### config.mk
export PLATFORM = sky130hd
export DESIGN_NAME = idwl_cell
export DESIGN_NICKNAME = d
export VERILOG_FILES = /design/src/sv/id_whitelist_table_assert.svh /design/src/sv/idwl_pkg.sv /design/src/sv/idwl_cell.sv
export SDC_FILE = /design/constraint.sdc
export NUM_CORES = 1
export LEC_CHECK = 0
export ABC_AREA = 1
export BUFFER_PORTS_ARGS = -buffer_cell sky130_fd_sc_hd__clkbuf_2
export CAP_MARGIN = 20
export CORE_AREA = 2 2 145 147
export DETAILED_ROUTE_END_ITERATION = 7
export DIE_AREA = 0 0 147 149
export PLACE_DENSITY_LB_ADDON = 0.15
export SYNTH_ARGS = -nofsm -noshare
export SYNTH_HDL_FRONTEND = slang
export SYNTH_SLANG_ARGS = --single-unit
### constraint.sdc
create_clock -name clk -period 0.8 [get_ports clk]
set_clock_uncertainty 0.15 [all_clocks]
set_input_delay 0.04 -clock clk [delete_from_list [all_inputs] [get_ports clk]]
set_output_delay 0.04 -clock clk [all_outputs]
set_load 0.03 [all_outputs]
### src/sv/id_whitelist_table_assert.svh
// ----------------------------------------------------------------------------
// id_whitelist_table assertion macros
// Shorthand for clocked checks that are disabled while reset is held.
// ----------------------------------------------------------------------------
`ifndef ID_WHITELIST_TABLE_ASSERT_SVH
`define ID_WHITELIST_TABLE_ASSERT_SVH

// Check a condition in the same cycle as its trigger.
`define IDWL_ASSERT_SAME(lbl, ante, cons, msg) \
  lbl: assert property (@(posedge clk) disable iff (!rst_n) (ante) |-> (cons)) \
    else $error(msg);

// Check a condition in the cycle after its trigger.
`define IDWL_ASSERT_NEXT(lbl, ante, cons, msg) \
  lbl: assert property (@(posedge clk) disable iff (!rst_n) (ante) |=> (cons)) \
    else $error(msg);

`endif

### src/sv/idwl_pkg.sv
// ----------------------------------------------------------------------------
// idwl_pkg
// Shared constants, types and the key cleanup function of the ID table.
// ----------------------------------------------------------------------------
package idwl_pkg;

  localparam int ENTRIES   = 256;
  localparam int KEY_BYTES = 24;
  localparam int MAX_CHARS = 23;
  localparam int CHAR_LIMIT = (KEY_BYTES - 1 < MAX_CHARS) ? KEY_BYTES - 1 : MAX_CHARS;

  localparam int KEY_W   = MAX_CHARS * 8;
  localparam int IDX_W   = $clog2(ENTRIES);
  localparam int CNT_W   = $clog2(ENTRIES + 1);
  localparam int FUNC_W  = 2;
  localparam int OCNT_W  = 9;

  // Operation codes
  localparam logic [FUNC_W-1:0] FUNC_LOOKUP = 2'd0;
  localparam logic [FUNC_W-1:0] FUNC_ADD    = 2'd1;
  localparam logic [FUNC_W-1:0] FUNC_REMOVE = 2'd2;

  typedef logic [KEY_W-1:0] key_t;

  typedef enum logic [1:0] {
    ST_IDLE,
    ST_SCAN,
    ST_DONE
  } state_t;

  typedef enum logic [1:0] {
    FEED_ROTATE,
    FEED_NEXT,
    FEED_KEY
  } feed_sel_t;

  typedef struct packed {
    logic      shift_en;
    feed_sel_t feed_sel;
  } ring_ctrl_t;

  typedef struct packed {
    logic              found;
    logic              status;
    logic [OCNT_W-1:0] entry_count;
  } res_t;

  // Keep characters up to the first zero byte and within the length limit.
  function automatic key_t normalize_key(input logic [63:0] w0, input logic [63:0] w1,
                                         input logic [55:0] w2);
    logic [KEY_W-1:0] raw;
    logic             ended;
    key_t             k;
    raw   = {w2, w1, w0};
    ended = 1'b0;
    k     = '0;
    for (int i = 0; i < MAX_CHARS; i++) begin
      if (i >= CHAR_LIMIT || raw[i*8 +: 8] == 8'h00) begin
        ended = 1'b1;
      end
      if (!ended) begin
        k[i*8 +: 8] = raw[i*8 +: 8];
      end
    end
    return k;
  endfunction

endpackage

### src/sv/idwl_cell.sv
// ----------------------------------------------------------------------------
// idwl_cell
// One ring slot: holds a stored identifier and takes its neighbor's on a shift.
// ----------------------------------------------------------------------------
module idwl_cell import idwl_pkg::*; (
  input  logic clk,
  input  logic shift_en,
  input  key_t d,
  output key_t q
);

  key_t data_r;

  always_ff @(posedge clk) begin
    if (shift_en) begin
      data_r <= d;
    end
  end

  assign q = data_r;

endmodule

==> results of run 1 <==
==> cells by family after synthesis <==
kind of cell,Yosys count
DFF,184
==> synthesized netlist by cell type, drive strengths merged <==
library cell  count
edfxtp          184
==> per-stage QoR <==
step	worst slack (ns)	utilization, %	area (sq um)	TNS, ns	hold WS [ns]
3_5_place_dp	-0.178	38.3	7870	-25.95	0.0686
3_3_place_gp	-0.168	38.3	7870	-23.83	0.0672
2_1_floorplan	0.114	-	5530	0	-0.0111
==> summary.md, run 1 <==
| Metric | Value |
|---|---|
| Syn nets | 370 |
| Post-CTS Setup Bufs | 0 |
| Die Ht | around 150 microns |
| Syn Inst Count | 184 |
| # rows | 53 |
| Root Driver | clkbuf_16 |
| # IOs | 370 |
| CTS buffer count | 17 |
| Top cells by area, synth | edfxtp_1 |
| Stop Error | [ERROR RSZ-0060] Max buffer count reached. |
| Post-CTS sizing | 346 |
| Complex-gate fraction of the synthesized area | 0% |
| Mux cell area share after synthesis | 0% |
| # hold bufs at CTS | about 180 |
| Cell taking the most area after synthesis | edfxtp_1 |
| Avg Cell Area, Syn | 30.0 sq um |
| Input/output buffers | ~370 |
| Initial core utilization | a little over a quarter |
| Exit stage | clock tree synthesis (4_1_cts) |
| Synth Area in Adders | 0% |
| Synthesized flop and latch total | 184 |
| GP Congestion | roughly 0.74 |
| Clock Path Buffers | 2 |
| Post-Syn Area | 0.00553 sq mm |
| CTS Sinks | ~180 |
| Yosys warns | 0 |
| Post-synth cell types | 1 |
| Number of H-tree levels | 4 |
| XOR/XNOR share of the synthesized area | 0% |
| DP Cell Count | 843 |
| Simple-gate share of the synthesized area | 0% |
| Dpl hpwl | approximately 11,000 microns |
| Sequential fraction of the synthesis area | 100% |
| Die X | 147 microns |
| Outcome | did not finish |
| Synth top area share | 100% |
==> run 2: changes to the inputs <==
--- a/config.mk
+++ b/config.mk
@@ -8,9 +8,9 @@
 export ABC_AREA = 1
 export BUFFER_PORTS_ARGS = -buffer_cell sky130_fd_sc_hd__clkbuf_2
 export CAP_MARGIN = 20
-export CORE_AREA = 2 2 145 147
+export CORE_MARGIN = 1
+export CORE_UTILIZATION = 20
 export DETAILED_ROUTE_END_ITERATION = 7
-export DIE_AREA = 0 0 147 149
 export PLACE_DENSITY_LB_ADDON = 0.15
 export SYNTH_ARGS = -nofsm -noshare
 export SYNTH_HDL_FRONTEND = slang
==> run 2 against run 1 <==
Compared with the run above:
- the flow now finishes, with violations (negative hold slack, negative setup slack)
- synthesized cell count unchanged
- area after synthesis unchanged
==> summary.md, run 2 <==
| Metric | Value |
|---|---|
| DP Cell Count | approximately 910 |
| Worst EP required | between 0.6 and 0.7 ns |
| Avg Cell Area, Syn | approximately 30 sq um |
| # rows | 60 |
| Synthesized flop and latch total | between 150 and 200 |
| Die X | between 150 and 200 microns |
| Hold WS | -0.00161 ns |
| Pin count of the biggest net entering global routing | 33 |
| Tmin final | about 1.2 ns |
| Dpl hpwl | 11,100 microns |
| Layout cells sized above 1 | a little over half |
| Die area | between 0.02 and 0.03 sq mm |
| Worst path slowest cell | edfxtp_1 |
| Synth top area share | between 90% and 100% |
| Pleak | 5.01 nW |
| Crit path kind | register to output pin |
| Critical path buffer and inverter count | 1 |
| Crit start category | register |
| Gr usage total | 11.5% |
| EDFF count, synth | 184 |
| Grt ovf | 0 |
| Flip-flop count of the largest register after layout | 184 |
| Met2 WL post-DR | between 9000 and 10,000 microns |
| Simple-gate share of the synthesized area | 0% |
| Post-placement cell area | about 0.008 sq mm |
| Hold path cells | 2 |
| Complex-gate fraction of the synthesized area | 0% |
| Max capacitance violation total | 0 |
| Yosys warns | 0 |
| DR top layer | met4 |
| CTS buffer count | 17 |
| Dominant synthesized flop cell | edfxtp_1 |
| Detailed-route DRC error count | 0 |
| GP Congestion | between 0.7 and 0.8 |
| Failing checks | negative hold slack, negative setup slack |
| Worst setup margin | -0.432 ns |
| CP delay by family, top | flip-flops |
| Area growth syn-to-layout | 117% |
| # IOs | 370 |
| Fill cell count | approximately 2,400 |
| Post-Syn Area | 0.00553 sq mm |
| 1st-iter DRT viols | between 150 and 200 |
| Syn Inst Count | 184 |
| Antenna-violating nets left | 0 |
| Final Core Density | between 40 and 50% |
| Sequential fraction of the synthesis area | 100% |
| Count leader, synth | edfxtp_1 |
| Relative slew margins | roughly 80% |
| Input/output buffers | roughly 370 |
| Post-synth cell types | 1 |
| Cell taking the most area after synthesis | edfxtp_1 |
| CTS Sinks | around 180 |
| Final non-filler cell total | between 1,000 and 1,500 |
| Outcome | finished, violations left |
| Initial antenna violation count | 0 |
| Synth Area in Adders | 0% |
| Nets | 955 |
| WL/cell | approximately 15 microns |
| XOR/XNOR share of the synthesized area | 0% |
| Final Hold Fails | 4 |
| Metal-1 WL | a little over 6000 microns |
| Post-CTS Setup Bufs | 0 |
| Post-DR vias/cell | between 3 and 4 |
| Top cells by area, synth | edfxtp_1 |
| Slew Limit Fails | 0 |
| Die Ht | ~170 microns |
| Peak Freq | 812 MHz |
| CTS tree | built |
| Syn nets | 370 |
| RSZ-0062 raised after global routing | true |
| Clock Path Buffers | 2 |
| Initial core utilization | 20.4% |
| Worst min-delay path class | input pin to register |
| Vias in the first global route | 4,567 |
| Synth cell count leaders | edfxtp_1 |
| Most frequent cells in the layout | dlygate4sd3_1, clkbuf_2, edfxtp_1 |
| Root Driver | clkbuf_16 |
| Multi-input gate area | 0 sq um |
| WP data arrival | 1.04 ns |
| Mux cell area share after synthesis | 0% |
| Core area | 0.0270 sq mm |
| Peak VDD IR | about 0.0014 V |
| Hold endpoint | q[125]$_DFFE_PP_ |
| #MultiIn Comb | 0 |
| # hold bufs at CTS | between 150 and 200 |
| Max FO, Critical Path | 1 |
| Diode count | 0 |
| Drt pass-1 iters | 4 |
| Global-route wire length before repair | around 25,000 microns |
| Routed wl met3 | approximately 1400 microns |
| Least-Margin Pin Slew | ~0.26 ns |
| Number of H-tree levels | 4 |
| Total Power | between 0.02 and 0.025 W |
| Final setup violation count | around 180 |
| Critical path depth | 1 |
| Vias | 4,119 |
| Crit. End Element | output pin |
| CTS clk-pin slew, worst paths | roughly 0.070 ns |
| Wirelength, routed | roughly 17,000 microns |
| CP peak stage delay | approximately 0.45 ns |
| Fin area | ~0.012 sq mm |
| Post-synth ARST share | 0% |
| Min-delay src | shift_en |
| Power Density | roughly 2100 mW/mm^2 |
| Final cycle utilization of the critical path | 154% |
| Crit path cell chain | buf_8 |
[run 2: layout make-up]
class                 count  area (sq um)  area share (%)
Clock buffer             19           433            3.61
Timing Repair Buffer    566          5460            45.6
Tap cell                341           427            3.56
Clock inverter           13           136            1.14
Sequential cell         184          5530            46.1
[run 2: metrics by stage]
step	setup slack [ns]	setup TNS [ns]
final	-0.432	-66.60
after global routing	-0.473	-74.99
after CTS	-0.448	-72.80
after detailed placement	-0.243	-35.93
after global placement	-0.222	-32.52
after floorplan	0.114	0
[run 2: worst max-delay path by stage]
stage | startpoint | endpoint | slack, ns
2_1_floorplan | q[0]$_DFFE_PP_ | q[0] | 0.11
3_3_place_gp | shift_en | q[174]$_DFFE_PP_ | -0.22
3_5_place_dp | shift_en | q[46]$_DFFE_PP_ | -0.24
4_1_cts | q[142]$_DFFE_PP_ | q[142] | -0.45
5_1_grt | q[142]$_DFFE_PP_ | q[142] | -0.47
6_report | q[142]$_DFFE_PP_ | q[142] | -0.43
[run 2: layer usage]
metal | track usage, % | vias to the layer above
met5 | 0 | -
met4 | 4.23 | 0
met3 | 4.16 | 12
met2 | 21.5 | 217
met1 | 11.8 | 1962
li1 | - | 1928
[run 2: timing repair]
| item | CTS | global route |
|---|---|---|
| endpoints found under the hold margin | 252 | 34 |
| resized for setup | 351 | 53 |
| endpoints found under the setup margin | 184 | 184 |
[run 2: cells by family (layout without fill, tap and decap cells)]
kind of cell | count (synthesis) | count (layout)
buffers and inverters | 0 | 598
DFF | 184 | 184
[run 2: where the power goes]
part	leakage [nW]	internal, W	switching [W]
sequential	1.80	0.0115	0.000346
clock	0.268	0.00441	0.00392
combinational	2.94	0.00253	0.00232
total	5.01	0.0184	0.00659
Power figures use the tool's default switching activity.
==> run 3: changes to the inputs <==
--- a/config.mk
+++ b/config.mk
@@ -12,6 +12,8 @@
 export CORE_UTILIZATION = 20
 export DETAILED_ROUTE_END_ITERATION = 7
 export PLACE_DENSITY_LB_ADDON = 0.15
+export SETUP_SLACK_MARGIN = 0.3
+export SKIP_LAST_GASP = 1
 export SYNTH_ARGS = -nofsm -noshare
 export SYNTH_HDL_FRONTEND = slang
 export SYNTH_SLANG_ARGS = --single-unit
==> run 3 against run 2 <==
Compared with the run above:
- the flow still finishes with violations (negative hold slack, negative setup slack)
- power down 3.1%
- first-iteration DRC count is 11% lower
- via count down 17%
- cell count decreased by 16%
- non-clock buffer count decreased by 183
- wire length fell by 11%
- hold slack worse by 0.36 ns
- critical path type unchanged
- critical endpoint unchanged
- largest cell class unchanged
==> summary.md, run 3 (synthesis gave the netlist of run 2 again) <==
| Metric | Value |
|---|---|
| Outcome | finished, violations left |
| Failing checks | negative hold slack, negative setup slack |
| P_sw | around 0.0064 W |
| M3 GR Usage | 4.61% |
| Root Driver | clkbuf_16 |
| Wirelength, routed | between 15,000 and 20,000 microns |
| Clk pwr share | ~34% |
| Vias | about 3,400 |
| Area growth syn-to-layout | 84.4% |
| Power Density | approximately 2400 mW/mm^2 |
| Final setup violation count | about 180 |
| CP delay by family, top | flip-flops |
| Relative slew margins | approximately nine tenths |
| Final cycle utilization of the critical path | 152% |
| Busiest grt layer | met2 |
| Global-route wire length before repair | about 21,000 microns |
| Worst EP required | just over 0.6 ns |
| Hold endpoint | q[17]$_DFFE_PP_ |
| Number of H-tree levels | 4 |
| Most frequent cells in the layout | clkbuf_2, edfxtp_1, clkbuf_8 |
| Final Hold Fails | approximately 320 |
| Core area | roughly 0.027 sq mm |
| Vias in the first global route | 3,710 |
| Critical path buffer and inverter count | 1 |
| Hold path cells | 1 |
| #MultiIn Comb | 0 |
| Post-DR vias/cell | 3.64 |
| Critical path depth | 1 |
| Sw Ratio | a little over a quarter |
| Multi-input gate area | 0 sq um |
| Crit. End Element | output pin |
| Worst min-delay path class | input pin to register |
| # rows | 60 |
| Slew Limit Fails | 0 |
| Dpl hpwl | roughly 11,000 microns |
| Max capacitance violation total | 0 |
| Flip-flop count of the largest register after layout | approximately 180 |
| Die area | around 0.028 sq mm |
| Int Pwr | 0.0178 W |
| Worst setup margin | -0.416 ns |
| CTS clk-pin slew, worst paths | approximately 0.080 ns |
| Diode count | 0 |
| WL/cell | between 15 and 20 microns |
| Hold WS | -0.360 ns |
| CTS tree | built |
| # IOs | 370 |
| Input/output buffers | ~370 |
| GP Congestion | 0.704 |
| Initial core utilization | a little over 20% |
| Seq pwr share | 48.7% |
| CTS Sinks | approximately 180 |
| CTS buffer count | 17 |
| Die X | 168 microns |
| Die Ht | ~170 microns |
| Fin area | 0.0102 sq mm |
| Final Core Density | a little under two fifths |
| Least-Margin Pin Slew | 0.176 ns |
| Met2 Track Usage GR | a little under a fifth |
| Layout cells sized above 1 | 68.9% |
| Gr usage total | between 10% and 20% |
| Combinational share of power | roughly 17% |
| Tmin final | around 1.2 ns |
| 1st-iter DRT viols | between 150 and 200 |
| Worst slack, placed | -0.243 ns |
| Met1 Use GR | 10.4% |
| Nets | about 770 |
| Crit path cell chain | buf_8 |
| Drt pass-1 iters | 4 |
| Crit start category | register |
| RSZ-0062 raised after global routing | true |
| Peak VDD IR | ~0.0014 V |
| Max FO, Critical Path | 1 |
| Pin count of the biggest net entering global routing | 27 |
| Min-delay src | d[17] |
| WP data arrival | slightly above 1 ns |
| Crit path kind | register to output pin |
| Peak Freq | 822 MHz |
| Grt ovf | 0 |
| Detailed-route DRC error count | 0 |
| Clock Path Buffers | 2 |
| Setup TNS | -66.04 ns |
| Pleak | 4.26 nW |
| Post-placement cell area | roughly 0.008 sq mm |
| Worst path slowest cell | edfxtp_1 |
| Antenna-violating nets left | 0 |
| CP peak stage delay | 0.44 ns |
| Initial antenna violation count | 0 |
## run 3: final cells by class
cell class / instances / area (sq um)
clock inverter: 13 / 136
timing repair buffer: 383 / 3660
fill: 2545 / 16800
tap: 341 / 427
sequential: 184 / 5530
clock buffer: 19 / 433
## run 3: how the worst max path moves through the flow
stage / start / endpoint / slack [ns]
after global placement: shift_en / q[174]$_DFFE_PP_ / -0.22
after CTS: q[142]$_DFFE_PP_ / q[142] / -0.45
after global routing: q[142]$_DFFE_PP_ / q[142] / -0.45
final: q[142]$_DFFE_PP_ / q[142] / -0.42
after floorplan: q[0]$_DFFE_PP_ / q[0] / 0.11
after detailed placement: shift_en / q[46]$_DFFE_PP_ / -0.24
## run 3: power groups by stage
stage | sequential, W | clock (W) | combinational, W
after detailed placement | 0.0119 | 0 | 0.00304
after global routing | 0.0119 | 0.00894 | 0.00428
after floorplan | 0.0134 | 0 | 0
after global placement | 0.0119 | 0 | 0.00304
final | 0.0118 | 0.00828 | 0.00413
after CTS | 0.0118 | 0.00865 | 0.00409
## run 3: metal layers
layer  wire length, microns  part of all wire [%]  vias up
met5                      0                     0        -
met2                   8020                    53      208
li1                       -                     -     1564
met3                   1510                    10        8
met1                   5310                    35     1645
met4                    189                   1.3        0
## run 3: what timing repair did
item,in CTS,in global routing
hold endpoints to repair,368,332
pin swaps,0,0
gates cloned,1,0
endpoints found under the setup margin,340,184
gates resized for setup,355,53
buffers inserted,0,0
## run 3: metrics by stage
stage / hold slack, ns / power (W) / std cells
global placement: 0.0673 / 0.0149 / 907
CTS: -0.395 / 0.0245 / 940
finish: -0.360 / 0.0242 / 940
detailed placement: 0.0686 / 0.0149 / 907
global route: -0.392 / 0.0251 / 940
floorplan: -0.0111 / 0.0134 / 184
